### config.mk
export PLATFORM = sky130hd
export DESIGN_NAME = palette_gray_bitplane_converter
export DESIGN_NICKNAME = d
export VERILOG_FILES = /design/src/rtl/pgbc_pkg.sv /design/src/rtl/pgbc_ctrl.sv /design/src/rtl/pgbc_dp.sv /design/src/rtl/palette_gray_bitplane_converter.sv
export SDC_FILE = /design/constraint.sdc
export NUM_CORES = 1
export LEC_CHECK = 0
export ABC_CLOCK_PERIOD_IN_PS = 11800
export BUFFER_PORTS_ARGS = -buffer_cell sky130_fd_sc_hd__buf_2
export CORE_ASPECT_RATIO = 2
export CORE_MARGIN = 5
export CORE_UTILIZATION = 65
export CTS_BUF_LIST = sky130_fd_sc_hd__clkbuf_16
export DETAILED_ROUTE_END_ITERATION = 6
export GPL_ROUTABILITY_DRIVEN = 1
export PLACE_DENSITY = 0.84
export SLEW_MARGIN = 10
export SYNTH_ARGS = -nofsm -noshare
export SYNTH_HDL_FRONTEND = slang
export SYNTH_SLANG_ARGS = --single-unit
### constraint.sdc
create_clock -name clk -period 11.8 [get_ports clk]
set_clock_uncertainty 0.2 [all_clocks]
set_input_delay 1.18 -clock clk [delete_from_list [all_inputs] [get_ports clk]]
set_output_delay 1.18 -clock clk [all_outputs]
set_load 0.02 [all_outputs]
### src/rtl/pgbc_pkg.sv
// shared constants, payload types and control types for the palette gray converter
package pgbc_pkg;

  localparam int IMAGE_WIDTH     = 480;
  localparam int IMAGE_HEIGHT    = 800;
  localparam int PALETTE_DEPTH   = 16;

  localparam int ROW_BYTES       = (IMAGE_WIDTH + 7) / 8;
  localparam int ROW_INPUT_BYTES = (IMAGE_WIDTH + 1) / 2;
  localparam int COL_W           = $clog2(ROW_INPUT_BYTES);
  localparam int ROW_W           = (IMAGE_HEIGHT > 1) ? $clog2(IMAGE_HEIGHT) : 1;
  localparam int ENTRY_W         = 4;
  localparam int LUMA_W          = 15;
  localparam int CNT_W           = 5;
  localparam int PADDR_W         = 16;

  localparam int LUMA_R          = 30;
  localparam int LUMA_G          = 59;
  localparam int LUMA_B          = 11;

  localparam logic [CNT_W-1:0] COUNT_MIN   = CNT_W'(4);
  localparam logic [CNT_W-1:0] COUNT_MAX   = CNT_W'(PALETTE_DEPTH);
  localparam logic [CNT_W-1:0] COUNT_RESET = CNT_W'(16);

  localparam logic [1:0] CMD_LOAD  = 2'd0;
  localparam logic [1:0] CMD_RANK  = 2'd1;
  localparam logic [1:0] CMD_PIXEL = 2'd2;

  localparam logic KIND_RANK  = 1'b0;
  localparam logic KIND_PLANE = 1'b1;
  localparam logic STAT_OK    = 1'b0;
  localparam logic STAT_BAD   = 1'b1;

  typedef struct packed {
    logic [1:0]         cmd;
    logic [ENTRY_W-1:0] entry_index;
    logic [7:0]         blue;
    logic [7:0]         green;
    logic [7:0]         red;
    logic [7:0]         pixel_pair;
  } pgbc_in_t;

  typedef struct packed {
    logic               kind;
    logic               status;
    logic [ENTRY_W-1:0] gray0_index;
    logic [ENTRY_W-1:0] gray1_index;
    logic [ENTRY_W-1:0] gray2_index;
    logic [ENTRY_W-1:0] gray3_index;
    logic [PADDR_W-1:0] plane_address;
    logic [7:0]         low_plane_byte;
    logic [7:0]         high_plane_byte;
    logic               frame_done;
  } pgbc_out_t;

  typedef enum logic {WS_COPY, WS_CUR} pgbc_wsel_t;

  typedef struct packed {
    logic               luma_we;
    logic [ENTRY_W-1:0] luma_raddr;
    logic [ENTRY_W-1:0] rank_raddr;
    logic               rank_we;
    logic [ENTRY_W-1:0] rank_waddr;
    pgbc_wsel_t         wsel;
    logic               cur_load;
    logic               cmp_en;
    logic               map_we;
    logic [1:0]         map_slot;
    logic               pix_go;
    logic               rep_load;
    logic               rep_status;
    logic               clear_cnt;
  } pgbc_cmd_t;

  typedef struct packed {
    logic out_free;
  } pgbc_stat_t;

endpackage

### src/rtl/pgbc_ctrl.sv
// sequencer: request handshake and the palette ranking walk
module pgbc_ctrl
  import pgbc_pkg::*;
(
  input  logic             clk,
  input  logic             rst_n,
  input  logic             in_valid,
  output logic             in_ready,
  input  pgbc_in_t         in_data,
  input  logic [CNT_W-1:0] color_count,
  input  pgbc_stat_t       stat,
  output pgbc_cmd_t        cmd
);

  typedef enum logic [3:0] {
    ST_IDLE, ST_COPY_RD, ST_COPY_WR, ST_OUTER_RD, ST_OUTER_LD, ST_INNER_RD,
    ST_INNER_CMP, ST_STORE, ST_MAP_RD, ST_MAP_WR, ST_REPORT
  } state_t;

  state_t           state_r;
  logic [CNT_W-1:0] n_r;
  logic [CNT_W-1:0] i_r;
  logic [CNT_W-1:0] j_r;
  logic [1:0]       sel_r;

  logic             accept;
  logic             cnt_ok;
  logic [CNT_W-1:0] map_addr;

  assign in_ready = (state_r == ST_IDLE) && stat.out_free;
  assign accept   = in_valid && in_ready;
  assign cnt_ok   = (color_count >= COUNT_MIN) && (color_count <= COUNT_MAX);

  always_comb begin
    case (sel_r)
      2'd0:    map_addr = '0;
      2'd1:    map_addr = CNT_W'(1);
      2'd2:    map_addr = n_r - CNT_W'(2);
      default: map_addr = n_r - CNT_W'(1);
    endcase
  end

  always_comb begin
    cmd = '0;
    cmd.wsel = WS_CUR;
    case (state_r)
      ST_IDLE: begin
        if (accept) begin
          case (in_data.cmd)
            CMD_LOAD:  cmd.luma_we = 1'b1;
            CMD_RANK: begin
              // bad count reports the current map right away
              if (!cnt_ok) begin
                cmd.rep_load   = 1'b1;
                cmd.rep_status = STAT_BAD;
              end
            end
            CMD_PIXEL: cmd.pix_go = 1'b1;
            default:   cmd.pix_go = 1'b0;
          endcase
        end
      end
      ST_COPY_RD:  cmd.luma_raddr = i_r[ENTRY_W-1:0];
      ST_COPY_WR: begin
        cmd.rank_we    = 1'b1;
        cmd.rank_waddr = i_r[ENTRY_W-1:0];
        cmd.wsel       = WS_COPY;
      end
      ST_OUTER_RD: cmd.rank_raddr = i_r[ENTRY_W-1:0];
      ST_OUTER_LD: cmd.cur_load   = 1'b1;
      ST_INNER_RD: cmd.rank_raddr = j_r[ENTRY_W-1:0];
      ST_INNER_CMP: begin
        cmd.cmp_en     = 1'b1;
        cmd.rank_waddr = j_r[ENTRY_W-1:0];
      end
      ST_STORE: begin
        cmd.rank_we    = 1'b1;
        cmd.rank_waddr = i_r[ENTRY_W-1:0];
      end
      ST_MAP_RD: cmd.rank_raddr = map_addr[ENTRY_W-1:0];
      ST_MAP_WR: begin
        cmd.map_we   = 1'b1;
        cmd.map_slot = ~sel_r;
      end
      ST_REPORT: begin
        if (stat.out_free) begin
          cmd.rep_load   = 1'b1;
          cmd.rep_status = STAT_OK;
          cmd.clear_cnt  = 1'b1;
        end
      end
      default: cmd.rep_load = 1'b0;
    endcase
  end

  always_ff @(posedge clk) begin
    if (!rst_n) begin
      state_r <= ST_IDLE;
      n_r     <= '0;
      i_r     <= '0;
      j_r     <= '0;
      sel_r   <= '0;
    end else begin
      case (state_r)
        ST_IDLE: begin
          if (accept && in_data.cmd == CMD_RANK && cnt_ok) begin
            n_r     <= color_count;
            i_r     <= '0;
            state_r <= ST_COPY_RD;
          end
        end
        ST_COPY_RD: state_r <= ST_COPY_WR;
        ST_COPY_WR: begin
          if (i_r == n_r - CNT_W'(1)) begin
            i_r     <= '0;
            state_r <= ST_OUTER_RD;
          end else begin
            i_r     <= i_r + CNT_W'(1);
            state_r <= ST_COPY_RD;
          end
        end
        ST_OUTER_RD: state_r <= ST_OUTER_LD;
        ST_OUTER_LD: begin
          j_r     <= i_r + CNT_W'(1);
          state_r <= ST_INNER_RD;
        end
        ST_INNER_RD: state_r <= ST_INNER_CMP;
        ST_INNER_CMP: begin
          if (j_r == n_r - CNT_W'(1)) begin
            state_r <= ST_STORE;
          end else begin
            j_r     <= j_r + CNT_W'(1);
            state_r <= ST_INNER_RD;
          end
        end
        ST_STORE: begin
          if (i_r == n_r - CNT_W'(2)) begin
            sel_r   <= '0;
            state_r <= ST_MAP_RD;
          end else begin
            i_r     <= i_r + CNT_W'(1);
            state_r <= ST_OUTER_RD;
          end
        end
        ST_MAP_RD: state_r <= ST_MAP_WR;
        ST_MAP_WR: begin
          if (sel_r == 2'd3) begin
            state_r <= ST_REPORT;
          end else begin
            sel_r   <= sel_r + 2'd1;
            state_r <= ST_MAP_RD;
          end
        end
        ST_REPORT: begin
          if (stat.out_free) begin
            state_r <= ST_IDLE;
          end
        end
        default: state_r <= ST_IDLE;
      endcase
    end
  end

  a_rank_start: assert property (@(posedge clk) disable iff (!rst_n)
    (accept && in_data.cmd == CMD_RANK && cnt_ok) |=> state_r == ST_COPY_RD)
    else $error("valid rank request did not start the walk");

  a_count_range: assert property (@(posedge clk) disable iff (!rst_n)
    (state_r != ST_IDLE) |-> (n_r >= COUNT_MIN && n_r <= COUNT_MAX))
    else $error("walk running with an out of range count");

  a_inner_order: assert property (@(posedge clk) disable iff (!rst_n)
    (state_r == ST_INNER_CMP) |-> (j_r > i_r && j_r < n_r))
    else $error("inner index outside i < j < n");

endmodule

### src/rtl/pgbc_dp.sv
// datapath: luma and rank memories, gray map, plane accumulators, result register
module pgbc_dp
  import pgbc_pkg::*;
(
  input  logic       clk,
  input  logic       rst_n,
  input  pgbc_in_t   in_data,
  input  pgbc_cmd_t  cmd,
  output pgbc_stat_t stat,
  output logic       out_valid,
  input  logic       out_ready,
  output pgbc_out_t  out_data
);

  typedef struct packed {
    logic [ENTRY_W-1:0] idx;
    logic [LUMA_W-1:0]  luma;
  } rank_t;

  localparam logic [COL_W-1:0]   COL_LAST   = COL_W'(ROW_INPUT_BYTES - 1);
  localparam logic [ROW_W-1:0]   ROW_LAST   = ROW_W'(IMAGE_HEIGHT - 1);
  localparam logic [PADDR_W-1:0] BASE_TOP   =
    PADDR_W'(((IMAGE_HEIGHT - 1) * ROW_BYTES) % 65536);
  localparam logic [PADDR_W-1:0] ROW_STEP   = PADDR_W'(ROW_BYTES);
  localparam logic               ODD_WIDTH  = (IMAGE_WIDTH % 2) == 1;
  localparam logic [7:0]         MSB_MASK   = 8'h80;

  logic [LUMA_W-1:0]  luma_mem [PALETTE_DEPTH];
  rank_t              rank_mem [PALETTE_DEPTH];
  logic [LUMA_W-1:0]  luma_rdata_r;
  rank_t              rank_rdata_r;
  rank_t              cur_r;
  logic [ENTRY_W-1:0] map_r [4];

  logic [COL_W-1:0]   col_r;
  logic [ROW_W-1:0]   row_r;
  logic [PADDR_W-1:0] base_r;
  logic [7:0]         lo_acc_r;
  logic [7:0]         hi_acc_r;
  logic               out_valid_r;
  pgbc_out_t          out_r;

  logic [LUMA_W-1:0]  luma_in;
  logic               gt;
  logic               rank_wen;
  rank_t              rank_wdata;
  logic               row_end;
  logic               emit;
  logic               lo_ok;
  logic [1:0]         g_hi;
  logic [1:0]         g_lo;
  logic [7:0]         mask_hi;
  logic [7:0]         mask_lo;
  logic [7:0]         lo_nxt;
  logic [7:0]         hi_nxt;

  // lowest matching slot wins, no match gives gray 0
  function automatic logic [1:0] lookup_gray(input logic [ENTRY_W-1:0] idx,
                                             input logic [4*ENTRY_W-1:0] map);
    logic [1:0] g;
    g = 2'd0;
    for (int s = 3; s >= 0; s--) begin
      if (map[s*ENTRY_W +: ENTRY_W] == idx) g = 2'(s);
    end
    return g;
  endfunction

  assign luma_in = LUMA_W'(16'(in_data.red)   * 16'(LUMA_R)
                         + 16'(in_data.green) * 16'(LUMA_G)
                         + 16'(in_data.blue)  * 16'(LUMA_B));

  assign gt         = cur_r.luma > rank_rdata_r.luma;
  assign rank_wen   = cmd.rank_we || (cmd.cmp_en && gt);
  assign rank_wdata = (cmd.wsel == WS_COPY) ? rank_t'{cmd.rank_waddr, luma_rdata_r} : cur_r;

  always_ff @(posedge clk) begin
    if (cmd.luma_we) begin
      luma_mem[in_data.entry_index] <= luma_in;
    end
    luma_rdata_r <= luma_mem[cmd.luma_raddr];
  end

  always_ff @(posedge clk) begin
    if (rank_wen) begin
      rank_mem[cmd.rank_waddr] <= rank_wdata;
    end
    rank_rdata_r <= rank_mem[cmd.rank_raddr];
  end

  // running candidate for slot i of the exchange sort
  always_ff @(posedge clk) begin
    if (cmd.cur_load || (cmd.cmp_en && gt)) begin
      cur_r <= rank_rdata_r;
    end
  end

  always_ff @(posedge clk) begin
    if (!rst_n) begin
      for (int s = 0; s < 4; s++) map_r[s] <= '0;
    end else if (cmd.map_we) begin
      map_r[cmd.map_slot] <= rank_rdata_r.idx;
    end
  end

  assign row_end = (col_r == COL_LAST);
  assign emit    = (&col_r[1:0]) || row_end;
  assign lo_ok   = !(ODD_WIDTH && row_end);
  assign g_hi    = lookup_gray(in_data.pixel_pair[7:4], {map_r[3], map_r[2], map_r[1], map_r[0]});
  assign g_lo    = lookup_gray(in_data.pixel_pair[3:0], {map_r[3], map_r[2], map_r[1], map_r[0]});
  assign mask_hi = MSB_MASK >> {col_r[1:0], 1'b0};
  assign mask_lo = lo_ok ? (MSB_MASK >> {col_r[1:0], 1'b1}) : 8'h00;
  assign lo_nxt  = lo_acc_r | (g_hi[0] ? mask_hi : 8'h00) | (g_lo[0] ? mask_lo : 8'h00);
  assign hi_nxt  = hi_acc_r | (g_hi[1] ? mask_hi : 8'h00) | (g_lo[1] ? mask_lo : 8'h00);

  always_ff @(posedge clk) begin
    if (!rst_n || cmd.clear_cnt) begin
      col_r    <= '0;
      row_r    <= '0;
      base_r   <= BASE_TOP;
      lo_acc_r <= '0;
      hi_acc_r <= '0;
    end else if (cmd.pix_go) begin
      if (emit) begin
        lo_acc_r <= '0;
        hi_acc_r <= '0;
      end else begin
        lo_acc_r <= lo_nxt;
        hi_acc_r <= hi_nxt;
      end
      if (row_end) begin
        col_r <= '0;
        if (row_r == ROW_LAST) begin
          row_r  <= '0;
          base_r <= BASE_TOP;
        end else begin
          row_r  <= row_r + ROW_W'(1);
          base_r <= base_r - ROW_STEP;
        end
      end else begin
        col_r <= col_r + COL_W'(1);
      end
    end
  end

  always_ff @(posedge clk) begin
    if (!rst_n) begin
      out_valid_r <= 1'b0;
    end else if (cmd.rep_load || (cmd.pix_go && emit)) begin
      out_valid_r <= 1'b1;
    end else if (out_ready) begin
      out_valid_r <= 1'b0;
    end
  end

  always_ff @(posedge clk) begin
    if (cmd.rep_load) begin
      out_r                 <= '0;
      out_r.kind            <= KIND_RANK;
      out_r.status          <= cmd.rep_status;
      out_r.gray0_index     <= map_r[0];
      out_r.gray1_index     <= map_r[1];
      out_r.gray2_index     <= map_r[2];
      out_r.gray3_index     <= map_r[3];
    end else if (cmd.pix_go && emit) begin
      out_r                 <= '0;
      out_r.kind            <= KIND_PLANE;
      out_r.plane_address   <= base_r + PADDR_W'(col_r >> 2);
      out_r.low_plane_byte  <= lo_nxt;
      out_r.high_plane_byte <= hi_nxt;
      out_r.frame_done      <= row_end && (row_r == ROW_LAST);
    end
  end

  assign stat.out_free = !out_valid_r || out_ready;
  assign out_valid     = out_valid_r;
  assign out_data      = out_r;

  a_one_source: assert property (@(posedge clk) disable iff (!rst_n)
    !(cmd.rep_load && cmd.pix_go))
    else $error("report and pixel request loaded together");

  a_frame_kind: assert property (@(posedge clk) disable iff (!rst_n)
    (out_valid_r && out_r.frame_done) |-> out_r.kind == KIND_PLANE)
    else $error("frame end flagged on a rank report");

  a_no_overwrite: assert property (@(posedge clk) disable iff (!rst_n)
    (out_valid_r && !out_ready) |-> !(cmd.rep_load || cmd.pix_go))
    else $error("result register loaded while the held result is stalled");

endmodule

### src/rtl/palette_gray_bitplane_converter.sv
// top level: configuration register, sequencer and datapath
// load and pixel requests: one per cycle while the output register is free; a plane pair is
// held in the output register in the cycle after the fourth (or row end) byte is accepted
// rank request with count n: the luma copy, then the exchange sort walking the rank memory
// with a read and a compare per pair, then the gray map; a bad count reports in the next cycle
// reset (rst_n low, synchronous): idle, gray map and position counters zero, color_count 16;
// palette memories keep their contents and are undefined until written
module palette_gray_bitplane_converter
  import pgbc_pkg::*;
(
  input  logic        clk,
  input  logic        rst_n,
  input  logic        in_valid,
  output logic        in_ready,
  input  pgbc_in_t    in_data,
  output logic        out_valid,
  input  logic        out_ready,
  output pgbc_out_t   out_data,
  input  logic        psel,
  input  logic        penable,
  input  logic        pwrite,
  input  logic [2:0]  paddr,
  input  logic [31:0] pwdata,
  output logic [31:0] prdata,
  output logic        pready
);

  logic [CNT_W-1:0] color_count_r;
  pgbc_cmd_t        cmd;
  pgbc_stat_t       stat;

  // only word 0 holds a register
  always_ff @(posedge clk) begin
    if (!rst_n) begin
      color_count_r <= COUNT_RESET;
    end else if (psel && penable && pwrite && !paddr[2]) begin
      color_count_r <= pwdata[CNT_W-1:0];
    end
  end

  assign pready = 1'b1;
  assign prdata = paddr[2] ? 32'd0 : {{(32-CNT_W){1'b0}}, color_count_r};

  pgbc_ctrl u_ctrl (
    .clk         (clk),
    .rst_n       (rst_n),
    .in_valid    (in_valid),
    .in_ready    (in_ready),
    .in_data     (in_data),
    .color_count (color_count_r),
    .stat        (stat),
    .cmd         (cmd)
  );

  pgbc_dp u_dp (
    .clk       (clk),
    .rst_n     (rst_n),
    .in_data   (in_data),
    .cmd       (cmd),
    .stat      (stat),
    .out_valid (out_valid),
    .out_ready (out_ready),
    .out_data  (out_data)
  );

endmodule

# Word-level counts from Yosys, hierarchy flattened

Memories as Yosys holds them, arrays and structs flattened. A register that Yosys moved wholly into a read port is not among the register bits.
Cells that the tools add are included.

Memories: 3
Register bits: 147
Memory bits (writable): 560
Output and inout port bits: 86
Word-level logic and storage cells: 192
Input bits: 80

Add/sub/neg operators: 11
Bitwise logic cells: 5
Magnitude comparators: 3
Shift operators: 2
Reduce and logical (&&, ||, !) cells: 37
Muxes and demuxes: 70
Eq/ne operators: 34
Multipliers: 3

Memory list:

| name          | depth | bits a word | rd ports | clocked after Yosys merged registers in | write ports | RTL line      | source |
|---|---|---|---|---|---|---|---|
| u_dp.rank_mem | 16    | 19          | 1        | 1                                       | 1           | pgbc_dp.sv:29 | `rank_t rank_mem [PALETTE_DEPTH];` |
| u_dp.luma_mem | 16    | 15          | 1        | 1                                       | 1           | pgbc_dp.sv:28 | `logic [LUMA_W-1:0] luma_mem [PALETTE_DEPTH];` |
| u_dp.map_r    | 4     | 4           | 4        | 0                                       | 4           | pgbc_dp.sv:33 | `logic [ENTRY_W-1:0] map_r [4];` |

Operators by type and width:

| cell                    | number |
|---|---|
| $mux W50                | 2 |
| $mux W8                 | 7 |
| $pmux W4 S11            | 1 |
| $eq A4 B4 Y1            | 8 |
| $mux W2                 | 16 |
| $or A8 B8 Y8            | 4 |
| $mux W5                 | 5 |
| $mul A8 B4 Y12 const B  | 2 |
| $pmux W4 S3             | 2 |
| $mux W1                 | 20 |
| $mux W4                 | 5 |
| $mux W19                | 1 |
| $add A16 B6 Y16         | 1 |
| $eq A4 B3 Y1 const B    | 4 |
| $mux W16                | 1 |
| $shr A8 B3 Y8 const A   | 2 |
| $sub A16 B6 Y16 const B | 1 |
| $add A13 B14 Y15        | 1 |
| $add A15 B12 Y15        | 1 |
| $eq A5 B5 Y1            | 3 |
| $gt A15 B15 Y1          | 1 |
| $pmux W5 S3             | 1 |
| $mul A8 B6 Y14 const B  | 1 |
| $eq A4 B4 Y1 const B    | 3 |
| other kinds (34)        | 72 |

# Depth between registers and ports, before layout

Gate-level depths: netlist of the first run.
An unclocked memory read counts as a cell.

Depth after elaboration: 11
Mapped depth: 22
Mapped depth without buffers: 22

# Modules after synthesis

Synthesis of the first run repeated with hierarchy kept, for this count alone.

Cell total of the unflattened synthesis: 2,107
Area total of the unflattened synthesis: 33,249.4 µm²

By module, submodules not included:

| module                          | instances | cells each | seq. area each (µm²) | area each (µm²) |
|---|---|---|---|---|
| pgbc_dp                         | 1         | 1,802      | 20,239.4             | 30,867.1 |
| pgbc_ctrl                       | 1         | 247        | 420.4                | 1,903.1 |
| palette_gray_bitplane_converter | 1         | 58         | 100.1                | 479.2 |

# Least setup slack after synthesis of the first run

Ideal clock, no wire load.

Path type: input-to-reg
Start: input port in_data[8] in the netlist's numbering
End: memory u_dp.luma_mem[0][14] (data pin)
Stages on the path: 22
Data arrival time: 6.572 ns
Library setup time: 0.327 ns
Required time: 11.273 ns
Setup slack: 4.701 ns
Path buffers: 0
Cell sequence: fa_1 fa_1 inv_1 fa_1 inv_1 a21oi_1 o21bai_1 a21o_1 a21oi_1 xnor2_1 ha_1 inv_1 fa_1 fa_1 inv_1 ha_1 a21o_1 o32ai_1 a21oi_1 a21o_1 nor4bb_1 nor3_1

Cells in the longest elaborated chain, start to end: 3

RTL lines:

| what                 | RTL line                              | source |
|---|---|---|
| start: declaration   | palette_gray_bitplane_converter.sv:15 | `input pgbc_in_t in_data,` |
| $mul A8 B4 Y12       | pgbc_dp.sv:68                         | `assign luma_in = LUMA_W'(16'(in_data.red) * 16'(LUMA_R)` |
| $add A13 B14 Y15     | pgbc_dp.sv:69                         | `+ 16'(in_data.green) * 16'(LUMA_G)` |
| $add A15 B12 Y15     | pgbc_dp.sv:70                         | `+ 16'(in_data.blue) * 16'(LUMA_B));` |
| via u_dp.luma_in[14] | pgbc_dp.sv:43                         | `logic [LUMA_W-1:0] luma_in;` |
| end: declaration     | pgbc_dp.sv:28                         |  |

The timed path passes the listed nets, and every way through them passes these cells.

# Final worst setup path of the first run

Start: input port in_data[8] in the netlist's numbering
End: memory u_dp.luma_mem[8][13] (data pin)

The elaborated chain is that of the path after synthesis.

==> flow_results.org, run 1 <==
** Global route
- The initial antenna violation count came to 2.
- Met1 Usage GRT :: around 28%
- Global routing usage on met3 :: 3.439%
- For this run the aggregate overflow at the end of global routing stands at 0.
- Number of global-route vias before repair :: 22540
- GRT Util Overall :: 28.17%
- The first global-routing pass estimated approximately 120 mm of wire.
- Pin count of the biggest net entering global routing :: 66
- Grt met2 use :: between 50 and 60%
- met2 is the most crowded layer.

** STA
- The worst pin sits at a relative slew slack of 16.49%.
- Total negative slack :: 0 ns
- For the pin with the worst max-slew slack, the measured transition is approximately 1.2 ns.
- The number of endpoints with negative hold slack in the final report came to 0.
- Post-layout minimum cycle time :: about 7.7 ns
- Setup repair after global routing left no endpoint under its margin.
- Final critical-path setup slack :: between 4 and 5 ns
- The max-slew violation count is 0.
- Setup violations remaining at the end of the flow were counted as 0.
- Fmax :: 129.7 MHz
- Tcrit/Tclk final :: between 60% and 70%
- Hold timing on the final database bottoms out at a slack of 0.2443 ns.

** Critical path
- On the critical path, the stage with the largest delay is an instance of sky130_fd_sc_hd__xor2_1.
- STA puts the critical path data required time at 11.84 ns.
- Data arrives at the worst endpoint at 7.75 ns.
- The largest single stage delay on the critical path is 0.95 ns.
- Sum of buffers and inverters on the critical path :: 3
- The worst setup path is launched from a primary input.
- Cell with the most instances on the worst path :: sky130_fd_sc_hd__fa_1
- In this run the worst setup path begins at in_data[8].
- Max Fanout on Critical Path :: 16
- The startpoint identified for the worst register-to-register timing path is u_ctrl.sel_r[0]$_SDFFE_PN0P_.
- Series of cell instances along the critical path :: buf_2 -> fa_1 -> fa_1 -> ha_1 -> a21o_1 -> a21oi_1 -> o21bai_1 -> a2111oi_0 -> nor2_1 -> xnor2_1 -> ha_1 -> inv_1 -> fa_1 -> fa_1 -> inv_1 -> ha_1 -> nand2_1 -> o31ai_1 -> nand2_1 -> a21oi_1 -> xor2_1
- The worst setup path is of the primary input to register kind.
- Endpoint class of the critical path :: register
- In this design, the largest share of critical-path delay is due to adder cells.

** Die
- The floorplan step defined a die boundary enclosing 56370 sq um.
- Num rows :: 117
- Width of the die :: 170.4 microns
- The total area inside the core boundary comes to 50940 sq um.
- During I/O placement, the number of pins put on the boundary was 166.
- The floorplan step set the die height to 330.8 microns.
- The initial utilization of the core area, before any placement, comes to approximately 66%.

** Yosys
- sky130_fd_sc_hd__edfxtp_1 is the most common cell in the netlist.
- After synthesis, the mean cell area works out to between 10 and 15 sq um.
- Synthesis inferred 739 register bits.
- Top post-synthesis cells by count :: 596 x sky130_fd_sc_hd__edfxtp_1, 361 x sky130_fd_sc_hd__nand2_1, 153 x sky130_fd_sc_hd__nor2_1
- Counting flops with an async set or reset pin after synthesis yields a share of 0%.
- Library cell occupying the most area in the post-synthesis netlist :: sky130_fd_sc_hd__edfxtp_1
- Synthesized instance count :: between 2000 and 3000
- Among all flip-flop cells after synthesis, the most frequent one is sky130_fd_sc_hd__edfxtp_1.
- Sequential element share of the synthesized area :: 62.07%
- After synthesis the cells add up to 33450 sq um.
- The netlist uses 72 different library cells.
- Most area-consuming cells after synthesis :: sky130_fd_sc_hd__edfxtp_1 54%, sky130_fd_sc_hd__dfxtp_1 8.6%, sky130_fd_sc_hd__nand2_1 4.1%
- Area share of the leading cell type in the synthesized netlist :: 53.51%
- Total number of yosys warnings :: 0
- In this run, synthesis inferred 596 flip-flops with an integrated enable.

** Job
- # Max-Cap Violations :: 0

** Status
- Outcome :: finished, final reports clean

** Finish
- Final layout net count :: 2963
- Area overhead of the layout relative to synthesis :: 9.812%
- Leaving out filler cells and counting taps, the final layout contains 3429.
- In the final layout, the multi-input gates occupy 11760 sq um.
- Cells with a size suffix above 1 make up around 12% of the layout.
- Sequential cell area :: 20760 sq um
- Filler cells :: 3185

** CTS
- CTS HTree Levels :: 2
- TritonCTS built the clock tree.
- CTS max path bufs :: 3
- The tree is rooted in a sky130_fd_sc_hd__clkbuf_16.
- After clock tree synthesis, the setup repair step added 0 buffers.
- Total of hold buffers inserted after clock tree synthesis :: 0
- Worst skew pair latency :: 0.64 ns
- Counting every sink on the clock net gives 739.
- The number of gates resized after CTS was 0.
- Reg clk slew, reported paths :: 0.07 ns
- Clock tree synthesis inserted a total of between 50 and 60 buffers.

** Placed design
- Placed instance count :: 3316
- At the end of routability-driven placement, the weighted congestion stood at ~0.9.
- Count of input and output buffers :: 108
- After legalization and detailed placement, the total HPWL measured 52.42 mm.
- Pre-CTS WS :: 3.529 ns

** Pwr
- In this run the static leakage power is about 14 nW.
- Power spread over the standard cell area amounts to 245.1 nW/um^2.
- Across the VDD grid, the largest voltage drop is 0.0008150 V.

** Detailed routing
- Vias/cell :: roughly 6.3
- Final wirelength :: 79.51 mm
- Antenna violation net count after detailed routing :: 0
- Pre-Repair DR Iteration Count :: 6
- Detailed routing inserted a total of between 20000 and 25000 vias.
- After detailed routing, the average wire length per cell comes to 23.19 microns.
- Violation count after the first detailed-route iteration :: 2029
- For this run, design rule violations remaining after detail routing come to 0.

** Min path
- Worst min-delay path category :: register to register
- Start point of the worst min-delay path :: u_dp.rank_rdata_r[10]$_DFF_P_
path summary, 6_finish.rpt:
kind                                    end  slack [ns]  cells after the start
max reg2reg    u_dp.rank_rdata_r[3]$_DFF_P_        6.80                     10
max          u_dp.luma_mem[8][13]$_DFFE_PP_        4.09                     21
min reg2reg        u_dp.cur_r[10]$_DFFE_PP_        0.24                      0
min                u_dp.cur_r[10]$_DFFE_PP_        0.24                      0
worst register-to-register path, cell delays in order (launching register included):
cell and delay (ns):
sky130_fd_sc_hd__dfxtp_1 0.50, sky130_fd_sc_hd__inv_1 0.16, sky130_fd_sc_hd__ha_1 0.27, sky130_fd_sc_hd__a211oi_1 0.26
sky130_fd_sc_hd__a21oi_1 0.13, sky130_fd_sc_hd__a22oi_4 0.60, sky130_fd_sc_hd__buf_4 0.79, sky130_fd_sc_hd__buf_4 0.83
sky130_fd_sc_hd__mux4_2 0.63, sky130_fd_sc_hd__nor2b_1 0.16, sky130_fd_sc_hd__a221o_1 0.33
sequential cells by signal, summed over array words and instances (netlist names), 10 cells and up:
name and flops:
u_dp.rank_mem 304, u_dp.luma_rdata_r 15, u_dp.base_r 14, u_dp.map_r 16
u_dp.out_data 51, u_dp.rank_rdata_r 19, u_dp.luma_mem 240, u_dp.cur_r 19
u_dp.row_r 10
placed cells by master (no fill, tap or decap), types with 18 or more instances in the layout:
cell type | Yosys | layout
sky130_fd_sc_hd__nand2_1 | 361 | 361
sky130_fd_sc_hd__xor2_1 | 53 | 53
sky130_fd_sc_hd__nor3_1 | 26 | 20
sky130_fd_sc_hd__clkbuf_16 | 0 | 59
sky130_fd_sc_hd__xnor2_1 | 58 | 55
sky130_fd_sc_hd__inv_1 | 133 | 136
sky130_fd_sc_hd__a21oi_1 | 91 | 91
sky130_fd_sc_hd__o22ai_1 | 18 | 18
sky130_fd_sc_hd__mux2i_1 | 103 | 103
sky130_fd_sc_hd__o221ai_1 | 19 | 19
sky130_fd_sc_hd__dfxtp_1 | 143 | 142
sky130_fd_sc_hd__o21ai_0 | 50 | 48
sky130_fd_sc_hd__ha_1 | 97 | 97
sky130_fd_sc_hd__edfxtp_1 | 596 | 596
sky130_fd_sc_hd__nor2b_1 | 29 | 29
sky130_fd_sc_hd__a31oi_1 | 35 | 35
sky130_fd_sc_hd__and2_1 | 42 | 41
sky130_fd_sc_hd__a211oi_1 | 35 | 19
sky130_fd_sc_hd__mux4_2 | 30 | 30
sky130_fd_sc_hd__nand3_1 | 138 | 138
sky130_fd_sc_hd__buf_4 | 37 | 53
sky130_fd_sc_hd__buf_2 | 19 | 108
sky130_fd_sc_hd__fa_1 | 64 | 64
sky130_fd_sc_hd__nand2b_1 | 19 | 18
sky130_fd_sc_hd__nor2_1 | 153 | 148
sky130_fd_sc_hd__conb_1 | 2 | 28
layout make-up:
cell class / instances / share of cell area (%)
sequential: 739 / 56.53
multi-input combinational: 1628 / 32.02
clock buffer: 59 / 4.020
timing repair buffer: 161 / 2.555
tap: 654 / 2.228
inverter: 134 / 1.369
clock inverter: 51 / 1.260
antenna: 3 / 0.02044
through the flow:
stage / utilization [%] / power, mW / cell area, sq um
final: 72.10 / 9.002 / 36730
after global routing: 72.09 / 9.316 / 36730
after CTS: 72.06 / 8.926 / 36710
after detailed placement: 68.25 / 6.982 / 34770
after global placement: 68.25 / 6.845 / 34770
after floorplan: - / 5.768 / 33540
where the power goes:
group	internal [mW]	switching, mW
clock	1.07	0.902
sequential	4.12	0.0230
combinational	0.781	2.10
total	5.97	3.03
per-layer routing:
metal  wire length [microns]  vias up
li1                        -     9615
met5                       0        -
met2                   44290     1037
met4                    6355        0
met3                    4335      342
met1                   24530    10590
cells by family (layout without fill, tap and decap cells):
logic type / after synthesis / in the layout / share of synthesized area (%)
xor+xnor: 111 / 111 / 2.907
fa+ha+maj: 161 / 161 / 7.459
buf+inv: 282 / 405 / 3.745
simple gates: 834 / 834 / 11.41
other cells: 2 / 31 / 0.02245
flops: 739 / 739 / 62.07
mux: 133 / 133 / 5.103
compound gates: 361 / 361 / 7.291
Power figures use the tool's default switching activity.
==> inputs of run 2 (changes only) <==
ABC_CLOCK_PERIOD_IN_PS = 7600   (was 11800)
CORE_UTILIZATION = 62   (was 65)
PLACE_DENSITY = 0.8   (was 0.84)
clock period = 7.6 ns   (was 11.8 ns; I/O delays follow)
==> flow_results.org, run 2 (synthesis results as in run 1) <==
** Global route
- Number of global-route vias before repair :: 21800 (was 22540)
- Pin count of the biggest net entering global routing :: 123 (was 66)
- GRT Util Overall :: 25.79% (was 28.17%)
- Global-route wire length before repair :: 118.6 mm (was 121.8 mm)
- Sum of overflow across all layers after global routing :: 0 (unchanged)
- Number of antenna violations at the first check in global routing :: 2 (unchanged)

** Finish
- Area overhead of the layout relative to synthesis :: 9.924% (was 9.812%)
- Leading cell types in the layout, fill and taps excluded: 596 x sky130_fd_sc_hd__edfxtp_1, 361 x sky130_fd_sc_hd__nand2_1, 143 x sky130_fd_sc_hd__nor2_1 (was 596 x sky130_fd_sc_hd__edfxtp_1, 361 x sky130_fd_sc_hd__nand2_1, 148 x sky130_fd_sc_hd__nor2_1).
- Utilization after layout :: 68.79% (was 72.10%)
- The flip-flop count of the largest register, all copies and words added came to 304 (unchanged).
- Filler cells :: 3585 (was 3185)
- Final layout net count :: 2960 (was 2963)
- The leading cell type in the layout, fill and taps excluded is sky130_fd_sc_hd__edfxtp_1 (unchanged).
- The proportion of layout cells with a drive suffix above 1 came to 11.89% (was 12.01%).
- Most flops, register :: u_dp.rank_mem (unchanged)

** Pwr
- The switching share of power came to 32.60% (was 33.63%).
- Worst IR drop on VDD :: 0.0007855 V (was 0.0008150 V)
- The part of the total power dissipated in the clock network was 22.7% (was 21.9%).
- The sequential group share of total power came to 46.2% (was 46.1%).
- The static leakage power came to 13.90 nW (was 13.89 nW).
- Internal Pwr Total :: 9.241 mW (was 5.975 mW)
- The net switching power came to 4.471 mW (was 3.027 mW).
- Power density relative to cell area :: 373.0 nW/um^2 (was 245.1 nW/um^2)
- The part of the power in combinational logic was 31.1% (was 32.0%).

** Die
- The overall die area is 58970 sq um (was 56370 sq um).
- The initial standard-cell utilization of the core was 62.57% (was 65.65%).
- The die extent in y came to 338.5 microns (was 330.8 microns).
- Width of the die :: 174.2 microns (was 170.4 microns)
- The core outline area came to 53450 sq um (was 50940 sq um).
- Top-Level Pins :: 166 (unchanged)
- The standard-cell row count came to 120 (was 117).

** Detailed routing
- Avg WL per Cell :: 22.59 microns (was 23.19 microns)
- Vias/cell :: 6.141 (was 6.293)
- Overall via count from detail_route :: 21130 (was 21580)
- Number of design rule violations left after detail routing :: 0 (unchanged)
- Violation count after the first detailed-route iteration :: 2027 (was 2029)
- Pre-Repair DR Iteration Count :: 6 (unchanged)
- Final wirelength :: 77.71 mm (was 79.51 mm)
- Antenna violation net count after detailed routing :: 0 (unchanged)

** STA
- The transition time of the tightest slew-check pin was 1.203 ns (was 1.248 ns).
- The count of endpoints failing setup in the final report came to 0 (unchanged).
- After layout, the worst path uses 91.03% of the clock period.
- Fmax :: roughly 140 MHz
- Post-layout minimum cycle time :: a little under 7 ns
- Unrepaired setup endpoints after global routing: no (unchanged).
- Total negative slack :: 0 ns (unchanged)
- The number of endpoints with negative hold slack in the final report was 0 (unchanged).
- Max-Slew Margin vs Limit :: 19.22% (was 16.49%)
- The max-slew violation count is 0 (unchanged).

** CTS
- The H-tree level count came to 2 (unchanged).
- Clock tree from TritonCTS :: built (unchanged)
- The clock sink count is 739 (unchanged).
- TritonCTS buffer count :: 57 (was 58)
- Reg clk slew, reported paths :: 0.06 ns (was 0.07 ns)
- The maximum clock path buffer count is 3 (unchanged).
- The count of buffers added by post-CTS timing repair for setup was 0 (unchanged).
- Worst skew pair latency :: 0.62 ns (was 0.64 ns)
- The quantity of gates resized following cts is 0 (unchanged).
- The cell at the root of the clock tree was sky130_fd_sc_hd__clkbuf_16 (unchanged).
- Total of hold buffers inserted after clock tree synthesis :: 0 (unchanged)

** Critical path
- Crit Reg-Reg Endpoint :: u_dp.rank_mem[6][3]$_DFFE_PP_ (was u_dp.rank_rdata_r[3]$_DFF_P_)
- Crit path required time :: 7.66 ns (was 11.84 ns)
- Worst path arrival time :: 6.98 ns (was 7.75 ns)
- The largest fanout of any net on the critical path is 16 (unchanged).
- The startpoint of the worst register-to-register path was u_ctrl.state_r[1]$_SDFFE_PN0P_ (was u_ctrl.sel_r[0]$_SDFFE_PN0P_).
- The setup slack of the most critical reg-to-reg path came to 3.53 ns (was 6.80 ns).
- Startpoint of the most critical setup path :: in_data[8] (unchanged)
- The critical path endpoint category was a register (unchanged).
- Length in cells of the worst reg-to-reg path :: 4 (was 10)
- The kind of critical path was primary input to register (unchanged).
- The destination of the critical timing path was u_dp.luma_mem[15][11]$_DFFE_PP_ (was u_dp.luma_mem[8][13]$_DFFE_PP_).
- Element type at the critical path start :: primary input (unchanged)

** Placed design
- Post-detailed-placement half-perimeter wirelength :: 52.57 mm (was 52.42 mm)
- The quantity of I/O buffers inserted on ports came to 108 (unchanged).
- GPL Wtd Cong :: 0.9031 (was 0.8796)

** Status
- Outcome :: finished, final reports clean (unchanged)

** Job
- The number of violations of the max-capacitance limit was 0 (unchanged).

** Min path
- The type of the most critical hold path is primary input to register (was register to register).
==> run 2: through the flow <==
stage	area, sq um	hold WS (ns)	power [mW]	setup slack [ns]	std cells
3_5_place_dp	34800	0.2169	10.65	0.1161	3331
5_1_grt	36770	0.1864	14.18	0.4007	3440
6_report	36770	0.1688	13.71	0.6815	3440
4_1_cts	36760	0.1475	13.71	0.7323	3438
3_3_place_gp	34800	0.2185	10.45	0.2133	3331
2_1_floorplan	33540	0.2082	8.956	0.9214	2649
==> run 2: power groups by stage <==
stage / Combinational (mW) / Clock (mW) / Sequential [mW]
after floorplan: 2.44 / 0 / 6.51
after global placement: 4.04 / 0 / 6.41
after detailed placement: 4.23 / 0 / 6.41
after CTS: 4.25 / 3.13 / 6.32
after global routing: 4.57 / 3.31 / 6.31
final: 4.27 / 3.11 / 6.33
==> run 2: critical path, cell delays in order <==
cell and delay (ns):
sky130_fd_sc_hd__buf_2 0.13, sky130_fd_sc_hd__fa_1 0.60, sky130_fd_sc_hd__fa_1 0.46, sky130_fd_sc_hd__ha_1 0.29, sky130_fd_sc_hd__a21o_1 0.18, sky130_fd_sc_hd__a21oi_1 0.22, sky130_fd_sc_hd__o21bai_1 0.11, sky130_fd_sc_hd__a2111oi_0 0.60
sky130_fd_sc_hd__nor2_1 0.15, sky130_fd_sc_hd__xnor2_1 0.36, sky130_fd_sc_hd__ha_1 0.30, sky130_fd_sc_hd__inv_1 0.07, sky130_fd_sc_hd__fa_1 0.44, sky130_fd_sc_hd__fa_1 0.54, sky130_fd_sc_hd__inv_1 0.04, sky130_fd_sc_hd__ha_1 0.34
sky130_fd_sc_hd__nand2_1 0.07, sky130_fd_sc_hd__o31ai_1 0.25, sky130_fd_sc_hd__buf_4 0.17, sky130_fd_sc_hd__xor2_1 0.87
==> run 2: worst min path at each step <==
stage	start	end	slack, ns	cells past startpoint
after global routing	pwdata[2]	color_count_r[2]$_SDFFE_PN0P_	0.19	3
after CTS	pwdata[4]	color_count_r[4]$_SDFFE_PN1P_	0.15	3
after detailed placement	u_dp.rank_rdata_r[11]$_DFF_P_	u_dp.cur_r[11]$_DFFE_PP_	0.22	0
after global placement	u_dp.rank_rdata_r[11]$_DFF_P_	u_dp.cur_r[11]$_DFFE_PP_	0.22	0
after floorplan	u_dp.rank_rdata_r[10]$_DFF_P_	u_dp.cur_r[10]$_DFFE_PP_	0.21	0
final	pwdata[4]	color_count_r[4]$_SDFFE_PN1P_	0.17	3
==> run 2: per-layer routing <==
metal	routed length (microns)	global-route usage [%]	vias up	share of wire (%)
met5	0	0	-	0
met4	5625	16.56	0	7.2
met3	3337	2.756	269	4.3
met2	43740	50.09	797	56
met1	25000	25.32	10450	32
li1	-	-	9613	-
==> run 2: final cells by class <==
| class | instances | area [sq um] | area share (%) |
|---|---|---|---|
| sequential | 739 | 20760 | 56.47 |
| antenna | 2 | 5.005 | 0.01361 |
| clock buffer | 59 | 1476 | 4.016 |
| multi-input combinational | 1628 | 11760 | 31.99 |
| clock inverter | 48 | 483.0 | 1.314 |
| inverter | 134 | 503.0 | 1.368 |
| tap | 671 | 839.6 | 2.283 |
| timing repair buffer | 159 | 935.9 | 2.546 |
==> inputs of run 3 (changes only) <==
CTS_CLUSTER_DIAMETER = 60   (was default)
SYNTH_HIERARCHICAL = 1   (was default)
==> flow_results.org, run 3 <==
** Status
- Outcome: finished, final reports clean (unchanged).

** STA
- Final hold violation count :: 0 (unchanged)
- Unrepaired setup endpoints after global routing: no (unchanged).
- The max-slew violation count came to 0 (unchanged).
- The worst-case headroom to the max-slew limit was 24.13% (was 19.22%).
- Total negative slack :: 0 ns (unchanged)
- Setup-violating endpoint count in the final report :: 0 (unchanged)
- Fmax :: 150.9 MHz (was 144.5 MHz)
- Tcrit/Tclk final :: 87.22% (was 91.03%)
- The minimum clock period after layout came to 6.629 ns (was 6.919 ns).
- The worst hold slack after final layout is 0.2145 ns (was 0.1688 ns).
- The transition time of the tightest slew-check pin is 1.130 ns (was 1.203 ns).

** Global route
- The largest net degree at the start of global routing came to 61 (was 123).
- Layer with the highest usage :: met2 (unchanged)
- Number of antenna violations at the first check in global routing :: 2 (unchanged)
- Number of global-route vias before repair :: 19730 (was 21800)
- The met3 demand-to-capacity share in global routing came to 3.122% (was 2.756%).
- The overall routing resource usage is 26.16% (was 25.79%).
- Sum of overflow across all layers after global routing :: 0 (unchanged)
- Grt met2 use :: 52.61% (was 50.09%)
- The met1 usage in global routing is 26.37% (was 25.32%).
- The wire length of the first global-routing pass was 116.1 mm (was 118.6 mm).

** Yosys
- Top post-synthesis cells by count :: 596 x sky130_fd_sc_hd__edfxtp_1, 170 x sky130_fd_sc_hd__mux4_2, 144 x sky130_fd_sc_hd__inv_1 (was 596 x sky130_fd_sc_hd__edfxtp_1, 361 x sky130_fd_sc_hd__nand2_1, 153 x sky130_fd_sc_hd__nor2_1)
- Count leader, synth :: sky130_fd_sc_hd__edfxtp_1 (unchanged)
- The number of distinct library cells after synthesis was 85 (was 72).
- Total number of yosys warnings :: 6 (was 0)
- The average instance area after synthesis was 15.78 sq um (was 12.75 sq um).
- Compound-Gate Fraction of Synth Area :: 4.267% (was 7.291%)
- Most area-consuming cells after synthesis :: sky130_fd_sc_hd__edfxtp_1 54%, sky130_fd_sc_hd__mux4_2 12%, sky130_fd_sc_hd__dfxtp_1 8.6% (was sky130_fd_sc_hd__edfxtp_1 54%, sky130_fd_sc_hd__dfxtp_1 8.6%, sky130_fd_sc_hd__nand2_1 4.1%)
- The synthesized instance count came to 2107 (was 2623).
- The share of the synthesized area in the top cell type came to 53.83% (was 53.51%).
- Share of synthesized flip-flops with an asynchronous set or reset :: 0% (unchanged)
- The multiplexer share of the synthesized area came to 12.52% (was 5.102%).
- The combinational family with the most area after synthesis is multiplexers (was simple AND/OR/NAND/NOR gates).
- Xor and xnor area share after synthesis :: 2.608% (was 2.907%)
- Sequential element share of the synthesized area :: 62.44% (was 62.07%)
- The number of synthesized flops with an enable pin was 596 (unchanged).
- The number of synthesized register bits is 739 (unchanged).
- The primary flip-flop cell chosen by synthesis mapping was sky130_fd_sc_hd__edfxtp_1 (unchanged).
- The post-synthesis adder-cell area fraction is 7.504% (was 7.459%).
- The cell type with the largest total area after synthesis was sky130_fd_sc_hd__edfxtp_1 (unchanged).
- The netlist area before placement came to 33250 sq um (was 33450 sq um).
- Simple-gate share of the synthesized area :: 6.924% (was 11.41%)

** Critical path
- Length in cells of the worst reg-to-reg path :: 6 (was 4)
- The destination of the critical timing path is u_dp/luma_mem[7][10]$_DFFE_PP_ (was u_dp.luma_mem[15][11]$_DFFE_PP_).
- The startpoint of the worst register-to-register path was u_ctrl/state_r[0]$_SDFFE_PN0P_ (was u_ctrl.state_r[1]$_SDFFE_PN0P_).
- The data arrival time of the critical path came to 6.67 ns (was 6.98 ns).
- Flop2flop setup slack :: 3.29 ns (was 3.53 ns)
- Startpoint of the most critical setup path :: in_data[8] (unchanged)
- The critical path endpoint category is a register (unchanged).
- Max Fanout on Critical Path :: 16 (unchanged)
- Crit Reg-Reg Endpoint :: u_dp/rank_mem[10][1]$_DFFE_PP_ (was u_dp.rank_mem[6][3]$_DFFE_PP_)
- Element type at the critical path start :: primary input (unchanged)
- The kind of critical path is primary input to register (unchanged).
- Crit path required time :: 7.64 ns (was 7.66 ns)

** Pwr
- Leakage :: 12.58 nW (was 13.90 nW)
- Clock power share :: 21.7% (was 22.7%)
- The switching share of power is 31.72% (was 32.60%).
- Share of power burned in combinational logic :: 30.6% (was 31.1%)
- Internal Pwr Total :: 9.070 mW (was 9.241 mW)
- The sequential group share of total power is 47.7% (was 46.2%).
- The total power per unit cell area came to 365.4 nW/um^2 (was 373.0 nW/um^2).
- The worst-case vdd ir drop was 0.0006614 V (was 0.0007855 V).
- Switching power total :: 4.214 mW (was 4.471 mW)

** CTS
- CTS HTree Levels :: 2 (unchanged)
- Reg clk slew, reported paths :: 0.07 ns (was 0.06 ns)
- CTS max path bufs :: 3 (unchanged)
- Clock tree from TritonCTS :: built (unchanged)
- Total of hold buffers inserted after clock tree synthesis :: 0 (unchanged)
- Worst skew pair latency :: 0.60 ns (was 0.62 ns)
- Clk root buf :: sky130_fd_sc_hd__clkbuf_16 (unchanged)
- The total CTS buffers is 56 (was 57).
- The quantity of gates resized following cts was 0 (unchanged).
- Number of buffers inserted to repair setup after CTS :: 0 (unchanged)
- Clock sinks :: 739 (unchanged)

** Finish
- The filler cell count is 3368 (was 3585).
- The area occupied by multi-input gates was 11500 sq um (was 11760 sq um).
- Most flops, register :: u_dp/rank_mem (was u_dp.rank_mem)
- The leading cell type in the layout, fill and taps excluded was sky130_fd_sc_hd__edfxtp_1 (unchanged).
- Final layout net count :: 2469 (was 2960)
- The cell area after layout was 36350 sq um (was 36770 sq um).
- Leading cell types in the layout, fill and taps excluded :: 596 x sky130_fd_sc_hd__edfxtp_1, 170 x sky130_fd_sc_hd__mux4_2, 159 x sky130_fd_sc_hd__inv_1 (was 596 x sky130_fd_sc_hd__edfxtp_1, 361 x sky130_fd_sc_hd__nand2_1, 143 x sky130_fd_sc_hd__nor2_1)
- The sequential cell area came to 20760 sq um (about the same).
- Utilization after layout :: 68.21% (was 68.79%)
- The area growth from synthesis to layout came to 9.340% (was 9.924%).
- The proportion of layout cells with a drive suffix above 1 is 21.07% (was 11.89%).
- Max FFs per register :: 304 (unchanged)

** Detailed routing
- Pre-Repair DR Iteration Count :: 5 (was 6)
- Vias/cell :: 6.371 (was 6.141)
- Violation count after the first detailed-route iteration :: 1717 (was 2027)
- The total vias in the final route is 18770 (was 21130).
- The remaining antenna violation count after routing was 0 (unchanged).
- Final wirelength :: 76.30 mm (was 77.71 mm)
- The residual DRC count was 0 (unchanged).
- Avg WL per Cell :: 25.90 microns (was 22.59 microns)

** Die
- Top-Level Pins :: 166 (unchanged)
- Die Footprint :: 58640 sq um (was 58970 sq um)
- The standard-cell row count was 120 (unchanged).
- The chip width is 173.8 microns (was 174.2 microns).
- The core outline area was 53300 sq um (was 53450 sq um).
- Initial cell density of the core :: 62.38% (was 62.57%)
- Overall die height :: 337.5 microns (was 338.5 microns)

** Min path
- The type of the most critical hold path is primary input to register (unchanged).

** Placed design
- The quantity of I/O buffers inserted on ports was 108 (unchanged).
- Placement-stage cell area :: 34570 sq um (was 34800 sq um)
- Post-detailed-placement half-perimeter wirelength :: 51.36 mm (was 52.57 mm)
- The routability congestion estimate from global placement came to 0.8848 (was 0.9031).

** Job
- The number of violations of the max-capacitance limit was 0 (unchanged).
==> run 3: logic make-up (layout without fill, tap and decap cells) <==
| logic type | Yosys count | count (layout) |
|---|---|---|
| AO/OA/AOI/OAI | 193 | 193 |
| XOR/XNOR | 99 | 99 |
| adder cells (fa/ha/maj) | 161 | 161 |
| buffers and inverters | 267 | 407 |
| flip-flops | 739 | 739 |
| multiplexers | 201 | 201 |
| other | 2 | 30 |
| AND/OR/NAND/NOR | 445 | 445 |
==> run 3: worst min-delay path by stage <==
stage                                  start                            end  cells after the start
3_5_place_dp   u_dp/rank_rdata_r[11]$_DFF_P_       u_dp/cur_r[11]$_DFFE_PP_                      0
5_1_grt                            pwdata[3]  color_count_r[3]$_SDFFE_PN0P_                      3
3_3_place_gp    u_dp/rank_rdata_r[5]$_DFF_P_        u_dp/cur_r[5]$_DFFE_PP_                      0
4_1_cts                            pwdata[3]  color_count_r[3]$_SDFFE_PN0P_                      3
6_report                           pwdata[3]  color_count_r[3]$_SDFFE_PN0P_                      3
2_1_floorplan  u_dp/rank_rdata_r[10]$_DFF_P_       u_dp/cur_r[10]$_DFFE_PP_                      0
==> run 3: routing by layer <==
layer  routed length (microns)  vias to the layer above
met5                         0                        -
li1                          -                     8156
met3                      3782                      217
met1                     24130                     9562
met2                     44190                      834
met4                      4208                        0
==> run 3: final cells by class <==
cell class | count | share of cell area [%]
well taps | 671 | 2.309
flip-flops and latches | 739 | 57.10
diodes | 2 | 0.01377
inverters | 144 | 1.487
clock buffers | 58 | 3.992
clock inverters | 45 | 0.8948
multi-input cells | 1127 | 31.64
repair buffers | 160 | 2.561
==> run 3: stage by stage <==
step / worst slack [ns] / power (mW) / instances
final: 0.9713 / 13.28 / 2946
after global routing: 0.7494 / 13.88 / 2944
after CTS: 0.9965 / 13.32 / 2944
after detailed placement: 0.4004 / 10.44 / 2841
after global placement: 0.6153 / 10.17 / 2841
after floorplan: 0.6288 / 8.916 / 2133
==> run 3: worst max-delay path: stages <==
cell                       delay, ns
sky130_fd_sc_hd__buf_2          0.13
sky130_fd_sc_hd__fa_1           0.53
sky130_fd_sc_hd__fa_1           0.55
sky130_fd_sc_hd__inv_1          0.07
sky130_fd_sc_hd__fa_1           0.48
sky130_fd_sc_hd__nor2b_1        0.17
sky130_fd_sc_hd__o21a_1         0.15
sky130_fd_sc_hd__o21ai_0        0.13
sky130_fd_sc_hd__a211o_1        0.33
sky130_fd_sc_hd__o311ai_0       0.10
sky130_fd_sc_hd__buf_4          0.19
sky130_fd_sc_hd__ha_1           0.23
sky130_fd_sc_hd__inv_1          0.08
sky130_fd_sc_hd__fa_1           0.42
sky130_fd_sc_hd__fa_1           0.54
sky130_fd_sc_hd__inv_1          0.04
sky130_fd_sc_hd__ha_1           0.28
sky130_fd_sc_hd__o21ai_0        0.09
sky130_fd_sc_hd__a31oi_1        0.37
sky130_fd_sc_hd__nor2_1         0.13
sky130_fd_sc_hd__xnor2_1        0.90
==> run 3: power groups by stage <==
| stage | clock, mW | combinational [mW] | sequential, mW |
|---|---|---|---|
| 3_3_place_gp | 0 | 3.75 | 6.42 |
| 3_5_place_dp | 0 | 4.02 | 6.42 |
| 6_report | 2.88 | 4.07 | 6.33 |
| 5_1_grt | 3.10 | 4.48 | 6.30 |
| 2_1_floorplan | 0 | 2.49 | 6.43 |
| 4_1_cts | 2.93 | 4.06 | 6.33 |
